--- src/rtl/lcvm_pkg.sv ---
package lcvm_pkg;

  localparam int COORD_W = 16;
  localparam int SPAN_W  = COORD_W + 1;
  localparam int PROD_W  = 2 * SPAN_W;
  localparam int SUM_W   = PROD_W + 1;

  localparam int MAX_CLIP_PASSES = 4;
  localparam int PASS_W          = $clog2(MAX_CLIP_PASSES + 1);

  localparam int DIV_STEPS = COORD_W;
  localparam int DIV_CNT_W = $clog2(DIV_STEPS);

  localparam int NUM_REGS  = 8;
  localparam int CFG_IDX_W = $clog2(NUM_REGS);

  typedef logic signed [COORD_W-1:0] coord_t;
  typedef logic signed [SPAN_W-1:0]  span_t;
  typedef logic signed [PROD_W-1:0]  prod_t;
  typedef logic signed [SUM_W-1:0]   sum_t;
  typedef logic [CFG_IDX_W-1:0]      cfg_idx_t;
  typedef logic [3:0]                rcode_t;

  localparam rcode_t CODE_LEFT   = 4'h1;
  localparam rcode_t CODE_RIGHT  = 4'h2;
  localparam rcode_t CODE_BOTTOM = 4'h4;
  localparam rcode_t CODE_TOP    = 4'h8;

  localparam cfg_idx_t REG_WIN_X_LOW   = 3'd0;
  localparam cfg_idx_t REG_WIN_Y_LOW   = 3'd1;
  localparam cfg_idx_t REG_WIN_X_HIGH  = 3'd2;
  localparam cfg_idx_t REG_WIN_Y_HIGH  = 3'd3;
  localparam cfg_idx_t REG_VIEW_X_LOW  = 3'd4;
  localparam cfg_idx_t REG_VIEW_Y_LOW  = 3'd5;
  localparam cfg_idx_t REG_VIEW_X_HIGH = 3'd6;
  localparam cfg_idx_t REG_VIEW_Y_HIGH = 3'd7;

  localparam coord_t RST_WIN_LOW   = 16'sd50;
  localparam coord_t RST_WIN_HIGH  = 16'sd100;
  localparam coord_t RST_VIEW_LOW  = 16'sd200;
  localparam coord_t RST_VIEW_HIGH = 16'sd400;

  localparam coord_t COORD_MAX = 16'sh7fff;
  localparam coord_t COORD_MIN = 16'sh8000;

  typedef struct packed {
    coord_t start_x;
    coord_t start_y;
    coord_t end_x;
    coord_t end_y;
  } in_item_t;

  typedef struct packed {
    logic   accepted;
    coord_t out_start_x;
    coord_t out_start_y;
    coord_t out_end_x;
    coord_t out_end_y;
  } out_item_t;

  typedef struct packed {
    logic  start;
    prod_t dvd;
    span_t dvs;
  } div_req_t;

  typedef struct packed {
    logic busy;
    logic done;
  } div_stat_t;

endpackage

--- src/rtl/lcvm_if.sv ---
interface lcvm_in_if;
  logic               valid;
  logic               ready;
  lcvm_pkg::in_item_t item;

  modport source (output valid, output item, input ready);
  modport sink (input valid, input item, output ready);
endinterface

interface lcvm_out_if;
  logic                valid;
  logic                ready;
  lcvm_pkg::out_item_t item;

  modport source (output valid, output item, input ready);
  modport sink (input valid, input item, output ready);
endinterface

--- src/rtl/line_clip_viewport_map.sv ---
// line_clip_viewport_map
// Clips one segment per item against the clip window (Cohen-Sutherland)
// and maps the surviving endpoints into the viewport.
// Channels: in_ch carries start_x/start_y/end_x/end_y; out_ch carries
// accepted and the four mapped coordinates (all zero when rejected).
// cfg_we/cfg_index/cfg_wdata write the eight window/viewport registers;
// write only while the block is idle.
// From acceptance the block runs the region test, then up to MAX_CLIP_PASSES
// clip passes (multiply, divider start, divider steps, write-back, region
// test); an accepted segment then takes two scale divisions and four
// multiply/add/saturate steps before the hand-off to the output register.
// The next item is accepted once the block is back in idle after the hand-off.
// All divisions go through one shared 16-step restoring divider, and all
// products through one 17x17 multiplier; these set the rate.
// One item is processed at a time: in_ch.ready is high only when idle.
// The result sits in an output register; the block accepts the next item
// while it waits, and a stalled receiver only holds the final hand-off.
// Reset (synchronous, rst_n low) restores the default window 50..100 and
// viewport 200..400 and drops any item in progress.
module line_clip_viewport_map (
  input  logic               clk,
  input  logic               rst_n,
  input  logic               cfg_we,
  input  lcvm_pkg::cfg_idx_t cfg_index,
  input  lcvm_pkg::coord_t   cfg_wdata,
  lcvm_in_if.sink            in_ch,
  lcvm_out_if.source         out_ch
);
  import lcvm_pkg::*;

  typedef enum logic [12:0] {
    S_IDLE   = 13'b0000000000001,
    S_DECIDE = 13'b0000000000010,
    S_CMUL   = 13'b0000000000100,
    S_CDIV0  = 13'b0000000001000,
    S_CDIV   = 13'b0000000010000,
    S_SX0    = 13'b0000000100000,
    S_SXW    = 13'b0000001000000,
    S_SY0    = 13'b0000010000000,
    S_SYW    = 13'b0000100000000,
    S_MSET   = 13'b0001000000000,
    S_MMUL   = 13'b0010000000000,
    S_MADD   = 13'b0100000000000,
    S_OUT    = 13'b1000000000000
  } state_t;

  state_t state_r, state_nxt;

  coord_t wxl_r, wyl_r, wxh_r, wyh_r, vxl_r, vyl_r, vxh_r, vyh_r;

  coord_t x1_r, y1_r, x2_r, y2_r, x1_nxt, y1_nxt, x2_nxt, y2_nxt;
  logic [PASS_W-1:0] pass_r, pass_nxt;
  logic   side_r, side_nxt, horiz_r, horiz_nxt, acc_r, acc_nxt;
  coord_t e_r, e_nxt;
  span_t  a_r, a_nxt, b_r, b_nxt, d_r, d_nxt;
  prod_t  prod_r, prod_nxt;
  span_t  sx_r, sx_nxt, sy_r, sy_nxt;
  logic [1:0] idx_r, idx_nxt;
  coord_t res_r [4];
  coord_t res_val;
  logic   res_we;
  logic   out_valid_r, out_valid_nxt;
  out_item_t out_item_r, out_item_nxt;

  div_req_t  div_req;
  div_stat_t div_stat;
  span_t     div_q;

  rcode_t c1, c2, c;
  coord_t xp, yp, p, vlow;
  span_t  dx, dy, wxspan, wyspan, vxspan, vyspan, newc;
  sum_t   sum;
  logic   isy;

  lcvm_div u_div (
    .clk   (clk),
    .rst_n (rst_n),
    .req   (div_req),
    .stat  (div_stat),
    .quot  (div_q)
  );

  function automatic rcode_t region(coord_t x, coord_t y, coord_t xl, coord_t yl,
                                    coord_t xh, coord_t yh);
    rcode_t r;
    r = '0;
    if (x < xl) r = r | CODE_LEFT;
    if (x > xh) r = r | CODE_RIGHT;
    if (y < yl) r = r | CODE_BOTTOM;
    if (y > yh) r = r | CODE_TOP;
    return r;
  endfunction

  always_ff @(posedge clk) begin
    if (!rst_n) begin
      wxl_r <= RST_WIN_LOW;
      wyl_r <= RST_WIN_LOW;
      wxh_r <= RST_WIN_HIGH;
      wyh_r <= RST_WIN_HIGH;
      vxl_r <= RST_VIEW_LOW;
      vyl_r <= RST_VIEW_LOW;
      vxh_r <= RST_VIEW_HIGH;
      vyh_r <= RST_VIEW_HIGH;
    end else if (cfg_we) begin
      unique case (cfg_index)
        REG_WIN_X_LOW:   wxl_r <= cfg_wdata;
        REG_WIN_Y_LOW:   wyl_r <= cfg_wdata;
        REG_WIN_X_HIGH:  wxh_r <= cfg_wdata;
        REG_WIN_Y_HIGH:  wyh_r <= cfg_wdata;
        REG_VIEW_X_LOW:  vxl_r <= cfg_wdata;
        REG_VIEW_Y_LOW:  vyl_r <= cfg_wdata;
        REG_VIEW_X_HIGH: vxh_r <= cfg_wdata;
        REG_VIEW_Y_HIGH: vyh_r <= cfg_wdata;
        default: ;
      endcase
    end
  end

  always_comb begin
    c1     = region(x1_r, y1_r, wxl_r, wyl_r, wxh_r, wyh_r);
    c2     = region(x2_r, y2_r, wxl_r, wyl_r, wxh_r, wyh_r);
    c      = (c1 != '0) ? c1 : c2;
    // intersections are always taken from the first endpoint
    xp     = x1_r;
    yp     = y1_r;
    dx     = {x2_r[COORD_W-1], x2_r} - {x1_r[COORD_W-1], x1_r};
    dy     = {y2_r[COORD_W-1], y2_r} - {y1_r[COORD_W-1], y1_r};
    wxspan = {wxh_r[COORD_W-1], wxh_r} - {wxl_r[COORD_W-1], wxl_r};
    wyspan = {wyh_r[COORD_W-1], wyh_r} - {wyl_r[COORD_W-1], wyl_r};
    vxspan = {vxh_r[COORD_W-1], vxh_r} - {vxl_r[COORD_W-1], vxl_r};
    vyspan = {vyh_r[COORD_W-1], vyh_r} - {vyl_r[COORD_W-1], vyl_r};
    isy    = idx_r[0];
    unique case (idx_r)
      2'd0:    p = x1_r;
      2'd1:    p = y1_r;
      2'd2:    p = x2_r;
      default: p = y2_r;
    endcase
    vlow = isy ? vyl_r : vxl_r;
    sum  = SUM_W'(vlow) + SUM_W'(prod_r);
    if (sum > SUM_W'(COORD_MAX)) begin
      res_val = COORD_MAX;
    end else if (sum < SUM_W'(COORD_MIN)) begin
      res_val = COORD_MIN;
    end else begin
      res_val = sum[COORD_W-1:0];
    end
    newc = (horiz_r ? SPAN_W'(x1_r) : SPAN_W'(y1_r)) + div_q;
  end

  always_comb begin
    state_nxt     = state_r;
    x1_nxt        = x1_r;
    y1_nxt        = y1_r;
    x2_nxt        = x2_r;
    y2_nxt        = y2_r;
    pass_nxt      = pass_r;
    side_nxt      = (c1 == '0);
    horiz_nxt     = horiz_r;
    acc_nxt       = acc_r;
    e_nxt         = e_r;
    a_nxt         = a_r;
    b_nxt         = b_r;
    d_nxt         = d_r;
    prod_nxt      = prod_r;
    sx_nxt        = sx_r;
    sy_nxt        = sy_r;
    idx_nxt       = idx_r;
    res_we        = 1'b0;
    out_valid_nxt = out_valid_r && !out_ch.ready;
    out_item_nxt  = out_item_r;
    div_req.start = 1'b0;
    div_req.dvd   = PROD_W'(d_r);
    div_req.dvs   = d_r;

    unique case (state_r)
      S_IDLE: begin
        if (in_ch.valid) begin
          x1_nxt    = in_ch.item.start_x;
          y1_nxt    = in_ch.item.start_y;
          x2_nxt    = in_ch.item.end_x;
          y2_nxt    = in_ch.item.end_y;
          pass_nxt  = '0;
          state_nxt = S_DECIDE;
        end
      end
      S_DECIDE: begin
        if ((c1 | c2) == '0) begin
          acc_nxt   = 1'b1;
          state_nxt = S_SX0;
        end else if ((c1 & c2) != '0 || pass_r == PASS_W'(MAX_CLIP_PASSES)) begin
          acc_nxt   = 1'b0;
          state_nxt = S_OUT;
        end else begin
          if ((c & (CODE_BOTTOM | CODE_TOP)) != '0) begin
            horiz_nxt = 1'b1;
            e_nxt     = ((c & CODE_BOTTOM) != '0) ? wyl_r : wyh_r;
            a_nxt     = {e_nxt[COORD_W-1], e_nxt} - {yp[COORD_W-1], yp};
            b_nxt     = dx;
            d_nxt     = dy;
          end else begin
            horiz_nxt = 1'b0;
            e_nxt     = ((c & CODE_RIGHT) != '0) ? wxh_r : wxl_r;
            a_nxt     = {e_nxt[COORD_W-1], e_nxt} - {xp[COORD_W-1], xp};
            b_nxt     = dy;
            d_nxt     = dx;
          end
          if (d_nxt == '0) begin
            acc_nxt   = 1'b0;
            state_nxt = S_OUT;
          end else begin
            state_nxt = S_CMUL;
          end
        end
      end
      S_CMUL: begin
        prod_nxt  = a_r * b_r;
        state_nxt = S_CDIV0;
      end
      S_CDIV0: begin
        div_req.start = 1'b1;
        div_req.dvd   = prod_r;
        div_req.dvs   = d_r;
        state_nxt     = S_CDIV;
      end
      S_CDIV: begin
        if (div_stat.done) begin
          if (horiz_r) begin
            if (side_r) begin
              x2_nxt = newc[COORD_W-1:0];
              y2_nxt = e_r;
            end else begin
              x1_nxt = newc[COORD_W-1:0];
              y1_nxt = e_r;
            end
          end else begin
            if (side_r) begin
              x2_nxt = e_r;
              y2_nxt = newc[COORD_W-1:0];
            end else begin
              x1_nxt = e_r;
              y1_nxt = newc[COORD_W-1:0];
            end
          end
          pass_nxt  = pass_r + 1'b1;
          state_nxt = S_DECIDE;
        end
      end
      S_SX0: begin
        div_req.start = 1'b1;
        div_req.dvd   = PROD_W'(vxspan);
        div_req.dvs   = wxspan;
        state_nxt     = S_SXW;
      end
      S_SXW: begin
        if (div_stat.done) begin
          sx_nxt    = (wxspan == '0) ? '0 : div_q;
          state_nxt = S_SY0;
        end
      end
      S_SY0: begin
        div_req.start = 1'b1;
        div_req.dvd   = PROD_W'(vyspan);
        div_req.dvs   = wyspan;
        state_nxt     = S_SYW;
      end
      S_SYW: begin
        if (div_stat.done) begin
          sy_nxt    = (wyspan == '0) ? '0 : div_q;
          idx_nxt   = '0;
          state_nxt = S_MSET;
        end
      end
      S_MSET: begin
        a_nxt     = isy ? sy_r : sx_r;
        b_nxt     = isy ? ({p[COORD_W-1], p} - {wyl_r[COORD_W-1], wyl_r})
                        : ({p[COORD_W-1], p} - {wxl_r[COORD_W-1], wxl_r});
        state_nxt = S_MMUL;
      end
      S_MMUL: begin
        prod_nxt  = a_r * b_r;
        state_nxt = S_MADD;
      end
      S_MADD: begin
        res_we  = 1'b1;
        idx_nxt = idx_r + 1'b1;
        if (idx_r == 2'd3) begin
          state_nxt = S_OUT;
        end else begin
          state_nxt = S_MSET;
        end
      end
      S_OUT: begin
        if (!out_valid_r || out_ch.ready) begin
          out_valid_nxt = 1'b1;
          if (acc_r) begin
            out_item_nxt.accepted    = 1'b1;
            out_item_nxt.out_start_x = res_r[0];
            out_item_nxt.out_start_y = res_r[1];
            out_item_nxt.out_end_x   = res_r[2];
            out_item_nxt.out_end_y   = res_r[3];
          end else begin
            out_item_nxt = '0;
          end
          state_nxt = S_IDLE;
        end
      end
      default: state_nxt = S_IDLE;
    endcase
  end

  always_ff @(posedge clk) begin
    if (!rst_n) begin
      state_r     <= S_IDLE;
      out_valid_r <= 1'b0;
      pass_r      <= '0;
    end else begin
      state_r     <= state_nxt;
      out_valid_r <= out_valid_nxt;
      pass_r      <= pass_nxt;
    end
  end

  always_ff @(posedge clk) begin
    x1_r       <= x1_nxt;
    y1_r       <= y1_nxt;
    x2_r       <= x2_nxt;
    y2_r       <= y2_nxt;
    acc_r      <= acc_nxt;
    e_r        <= e_nxt;
    a_r        <= a_nxt;
    b_r        <= b_nxt;
    d_r        <= d_nxt;
    prod_r     <= prod_nxt;
    sx_r       <= sx_nxt;
    sy_r       <= sy_nxt;
    idx_r      <= idx_nxt;
    out_item_r <= out_item_nxt;
    if (state_r == S_DECIDE) begin
      side_r  <= side_nxt;
      horiz_r <= horiz_nxt;
    end
    if (res_we) begin
      res_r[idx_r] <= res_val;
    end
  end

  assign in_ch.ready  = (state_r == S_IDLE);
  assign out_ch.valid = out_valid_r;
  assign out_ch.item  = out_item_r;

  a_accept_decide: assert property (@(posedge clk) disable iff (!rst_n)
    in_ch.valid && in_ch.ready |=> state_r == S_DECIDE)
    else $error("accepted item did not start region test");
  a_pass_bound: assert property (@(posedge clk) disable iff (!rst_n)
    pass_r <= PASS_W'(MAX_CLIP_PASSES)) else $error("clip pass count overflow");
  a_out_hold: assert property (@(posedge clk) disable iff (!rst_n)
    state_r == S_OUT && out_valid_r && !out_ch.ready |=> state_r == S_OUT)
    else $error("result overwrote pending item");
  a_div_wait: assert property (@(posedge clk) disable iff (!rst_n)
    (state_r == S_CDIV || state_r == S_SXW || state_r == S_SYW) && !div_stat.done
      |-> div_stat.busy) else $error("waiting on idle divider");

endmodule

--- src/rtl/lcvm_div.sv ---
module lcvm_div (
  input  logic                clk,
  input  logic                rst_n,
  input  lcvm_pkg::div_req_t  req,
  output lcvm_pkg::div_stat_t stat,
  output lcvm_pkg::span_t     quot
);
  import lcvm_pkg::*;

  // Quotient magnitude is known to fit COORD_W bits, so only the low
  // COORD_W restoring steps are run.
  logic                 busy_r, done_r, neg_r;
  logic [DIV_CNT_W-1:0] cnt_r;
  logic [COORD_W-1:0]   rem_r, q_r, dvs_r;
  logic [COORD_W-1:0]   rem_nxt, q_nxt;
  prod_t                dvd_mag;
  span_t                dvs_mag;
  logic [COORD_W:0]     trial, diff;
  logic                 ge;

  always_comb begin
    dvd_mag = req.dvd[PROD_W-1] ? -req.dvd : req.dvd;
    dvs_mag = req.dvs[SPAN_W-1] ? -req.dvs : req.dvs;
    trial   = {rem_r, q_r[COORD_W-1]};
    diff    = trial - {1'b0, dvs_r};
    ge      = (trial >= {1'b0, dvs_r});
    rem_nxt = ge ? diff[COORD_W-1:0] : trial[COORD_W-1:0];
    q_nxt   = {q_r[COORD_W-2:0], ge};
  end

  always_ff @(posedge clk) begin
    if (!rst_n) begin
      busy_r <= 1'b0;
      done_r <= 1'b0;
      cnt_r  <= '0;
    end else begin
      done_r <= 1'b0;
      if (req.start) begin
        busy_r <= 1'b1;
        cnt_r  <= '0;
      end else if (busy_r) begin
        cnt_r <= cnt_r + 1'b1;
        if (cnt_r == DIV_CNT_W'(DIV_STEPS - 1)) begin
          busy_r <= 1'b0;
          done_r <= 1'b1;
        end
      end
    end
  end

  always_ff @(posedge clk) begin
    if (req.start) begin
      neg_r <= req.dvd[PROD_W-1] ^ req.dvs[SPAN_W-1];
      dvs_r <= dvs_mag[COORD_W-1:0];
      rem_r <= dvd_mag[2*COORD_W-1:COORD_W];
      q_r   <= dvd_mag[COORD_W-1:0];
    end else if (busy_r) begin
      rem_r <= rem_nxt;
      q_r   <= q_nxt;
    end
  end

  assign stat.busy = busy_r;
  assign stat.done = done_r;
  assign quot      = neg_r ? -span_t'({1'b0, q_r}) : span_t'({1'b0, q_r});

  a_start_idle: assert property (@(posedge clk) disable iff (!rst_n)
    req.start |-> !busy_r) else $error("divider restarted while busy");
  a_done_pulse: assert property (@(posedge clk) disable iff (!rst_n)
    done_r |-> !busy_r) else $error("divider done while busy");
  a_done_after_busy: assert property (@(posedge clk) disable iff (!rst_n)
    done_r |-> $past(busy_r)) else $error("divider done without work");

endmodule

--- src/flat_wrapper.sv ---
// flat-port wrapper written by rule: the top's interface ports become plain ports
module line_clip_viewport_map_flat import lcvm_pkg::*;
  (clk, rst_n, cfg_we, cfg_index, cfg_wdata, in_ch_valid, in_ch_item, in_ch_ready, out_ch_valid, out_ch_item, out_ch_ready);
  lcvm_in_if in_ch_i ();
  lcvm_out_if out_ch_i ();
  input  logic clk;
  input  logic rst_n;
  input  logic cfg_we;
  input  lcvm_pkg::cfg_idx_t cfg_index;
  input  lcvm_pkg::coord_t cfg_wdata;
  input wire logic [$bits(in_ch_i.valid)-1:0] in_ch_valid;
  input wire logic [$bits(in_ch_i.item)-1:0] in_ch_item;
  output wire logic [$bits(in_ch_i.ready)-1:0] in_ch_ready;
  output wire logic [$bits(out_ch_i.valid)-1:0] out_ch_valid;
  output wire logic [$bits(out_ch_i.item)-1:0] out_ch_item;
  input wire logic [$bits(out_ch_i.ready)-1:0] out_ch_ready;
  assign in_ch_i.valid = in_ch_valid;
  assign in_ch_i.item = in_ch_item;
  assign in_ch_ready = in_ch_i.ready;
  assign out_ch_valid = out_ch_i.valid;
  assign out_ch_item = out_ch_i.item;
  assign out_ch_i.ready = out_ch_ready;
  line_clip_viewport_map u_core (.clk(clk), .rst_n(rst_n), .cfg_we(cfg_we), .cfg_index(cfg_index), .cfg_wdata(cfg_wdata), .in_ch(in_ch_i), .out_ch(out_ch_i));
endmodule
--- config.mk ---
export PLATFORM = sky130hd
export DESIGN_NAME = line_clip_viewport_map_flat
export DESIGN_NICKNAME = d
export VERILOG_FILES = /design/src/rtl/lcvm_pkg.sv /design/src/rtl/lcvm_if.sv /design/src/rtl/line_clip_viewport_map.sv /design/src/rtl/lcvm_div.sv /design/src/flat_wrapper.sv
export SDC_FILE = /design/constraint.sdc
export NUM_CORES = 2
export LEC_CHECK = 0
export BUFFER_PORTS_ARGS = -buffer_cell sky130_fd_sc_hd__buf_2
export CAP_MARGIN = 20
export CORE_ASPECT_RATIO = 0.8
export CORE_MARGIN = 8
export CORE_UTILIZATION = 28
export CTS_CLUSTER_DIAMETER = 30
export DETAILED_ROUTE_END_ITERATION = 10
export PLACE_DENSITY_LB_ADDON = 0.25
export SYNTH_ARGS = -nofsm -noshare
export SYNTH_HDL_FRONTEND = slang
export SYNTH_SLANG_ARGS = --single-unit
--- constraint.sdc ---
create_clock -name clk -period 7 [get_ports clk]
set_clock_uncertainty 0.15 [all_clocks]
set_input_delay 0.35 -clock clk [delete_from_list [all_inputs] [get_ports clk]]
set_output_delay 0.35 -clock clk [all_outputs]
set_load 0.02 [all_outputs]
==> flow_summary.toml <==
[status]
status = "finished clean"

[critical_path]
crit_path_end_kind = "register"
critical_path_class = "reg2reg"
cp.required_ns = 7.29
cp.arrival_ns = 6.99
reg2reg_slack_ns = 0.30
cp-start-kind = "register"
crit_fanout = 15

[yosys]
syn_area_mm2 = 0.0484
syn_avg_cell_area_um2 = 9.13
synth_nets = 6126
synth_flop_cell = "edfxtp_1"
yosysSeqAreaShare = 0.300
synth_top_area_cell = "edfxtp_1"
syn_inst = 5301
synth-edff-count = 382
synth.distinct_cells = 102
synthTopCellsByArea = "edfxtp_1 24%, fa_1 13%, ha_1 11%, dfxtp_1 6.2%, nand2_1 5.0%"
yosysTopAreaCellShare = 0.237
ys_ff_latch = 533
async_reset_ff_frac = 0
yosysMostFrequentCell = "nand2_1"
synth_warnings = 0
ys_top_cells_by_count = "642 x nand2_1, 617 x inv_1, 429 x ha_1"

[power]
pwr-share-comb = 0.589
power_frac_clock = 0.220
peakVddDrop_v = 0.000692
power_switching_share = 0.434
p_switching_mw = 10.6
cellPowerDensity_mw_per_mm2 = 426
p_int_mw = 13.9
p_leak_nw = 24.2
total_power_mw = 24.5
power_frac_seq = 0.191

[drt]
drt_wl_total_um = 180000
drcViolationCount = 0
drt-initial-drc-count = 3716
via_per_inst = 5.06
routedWlPerCell_um = 22.5
vias = 40400
ant_nets = 0
first_pass_iters = 9

[die]
die_area_mm2 = 0.186
rows = 136
core_area_mm2 = 0.172
io_pins = 155
die_x_um = 481
die_height_um = 388
initial_core_util = 0.282

[sta]
rsz0062_at_grt = "no"
worst_slew_pin_slew_ns = 1.00
setup_viol = 0
finalCriticalPeriod_ns = 6.70
tns_ns = 0
hold_viol = 0
period_share = 0.957
relSlewSlack = 0.328
maxSlewViolCount = 0
fmax_ghz = 0.149

[placed_design]
dp_hpwl_um = 146000
routabilityCongestion = 0.988
io_buffers = 154
dpl_cell_area_mm2 = 0.0526

[job]
drv_cap = 0

[clock_network]
cts_made_buffers = 110
cts_tree = "yes"
cts_max_path_buffers = 3
clkTransAtPathRegs_ns = 0.05
clockRootBuffer = "clkbuf_16"
clkLatencyLatePin_ns = 0.73
cts.sinks = 533
cts_max_level = 3

[cells_and_area]
synthToLayoutAreaGrowth_pct = 18.8
final_nets = 6442
stdcell_area_mm2 = 0.0575
layout-drive-gt1-share = 0.115

[grt]
antenna_found_initial = 5
grt_max_degree = 76
grt_use_total = 0.187
grt_first_pass_wirelength_um = 265000
grt_pass1_vias = 39500
grt_overflow = 0

[hold_path]
hp-class = "in2reg"
[power by group through the flow]
stage | clock network, mW | registers (mW) | logic [mW]
after floorplan | 0 | 4.45 | 9.82
after global placement | 0 | 4.71 | 13.8
after detailed placement | 0 | 4.71 | 13.9
after CTS | 5.48 | 4.65 | 14.0
after global routing | 5.63 | 4.65 | 16.2
final | 5.37 | 4.67 | 14.4
[flip-flops by register name (all words and copies together), names as in the netlist, 17 cells and up]
name / count
u_core.out_ch.item: 65
u_core.res_r: 64
u_core.prod_r: 34
u_core.a_r: 17
u_core.b_r: 17
u_core.d_r: 17
u_core.sx_r: 17
u_core.sy_r: 17
[layout make-up]
cell class | instances | area, um^2
fill | 17600 | 114000
multi-input combinational | 3932 | 30900
sequential | 533 | 14500
timing repair buffer | 422 | 3000
tap | 2277 | 2850
clock buffer | 116 | 2820
inverter | 618 | 2320
clock inverter | 91 | 1040
antenna | 2 | 5.00
[worst max-delay path: stages (launching register included)]
cell,delay [ns]
edfxtp_1,0.41
buf_4,0.22
nand2_1,0.13
inv_1,0.10
fa_1,0.57
inv_1,0.07
fa_1,0.56
fa_1,0.46
fa_1,0.60
fa_1,0.44
fa_1,0.50
inv_1,0.04
ha_2,0.30
and3_4,0.20
nand2_1,0.06
nand3_1,0.08
a21o_1,0.19
o41a_1,0.42
o41ai_4,0.35
o21ai_2,0.10
nor3_2,0.19
o21bai_1,0.10
a21oi_2,0.14
xnor2_1,0.07
[metrics by stage]
stage	hold WS (ns)	utilization	instances	setup WS [ns]
after floorplan	0.274	-	5301	0.0823
after global placement	0.294	0.306	7690	-0.0253
after detailed placement	0.297	0.306	7691	-0.00651
after CTS	0.114	0.334	7982	0.00494
after global routing	0.151	0.335	7989	0.0141
final	0.175	0.335	7991	0.304
[layer usage]
layer | vias to the layer above | share of wire | GRT usage
met5 | - | 0.000072 | 0
met4 | 2 | 0.035 | 0.0581
met3 | 263 | 0.076 | 0.0404
met2 | 1429 | 0.40 | 0.268
met1 | 19700 | 0.49 | 0.278
li1 | 19000 | - | -
[what timing repair did]
action | CTS | global route
buffers inserted | 0 | 5
endpoints found under the hold margin | 194 | 0
hold buffers | 84 | 0
resized for setup | 0 | 20
endpoints found under the setup margin | 0 | 4
[worst paths after layout]
path,to,depth (start not counted),start
setup / recovery,u_core.prod_r[33],23,u_core.b_r[2]
hold reg to reg,u_core.vxl_r[11],2,u_core.vxl_r[11]
hold / removal,u_core.wxh_r[0],5,cfg_index[2]
setup reg to reg,u_core.prod_r[33],23,u_core.b_r[2]
[kinds of logic (layout without fill, tap and decap cells)]
group	after synthesis	in the layout	synth area share
AOI/OAI and AO/OA	1145	1145	0.154
muxes	141	141	0.0299
DFF	533	533	0.300
other	0	2	0
and+or+nand+nor	1663	1663	0.168
adders and majority gates	737	737	0.238
buffers and inverters	836	1247	0.0660
xor gates and xnor gates	246	246	0.0445
[cells in the final DEF (no fill, tap or decap), drive strengths merged, types with 15 or more instances in the layout]
cell and n:
and2 232, or3 30, and3 21, o21ai 244
mux2 27, nor3 75, a21oi 331, xnor2 158
mux2i 114, a211oi 52, o21bai 28, buf 338
o211ai 60, fa 308, o31ai 36, nor2b 58
o22ai 16, clkinv 36, a222oi 19, a31oi 30
ha 429, or2 18, edfxtp 382, or4 19
o21a 68, clkinvlp 15, nand3 76, xor2 88
a21boi 16, a21o 98, a221oi 16, nor2 305
nor4 23, nand4 49, dfxtp 151, clkbuf 116
nand2 642, inv 646, dlygate4sd3 84, nand2b 45
(Power assumes the default switching activity.)
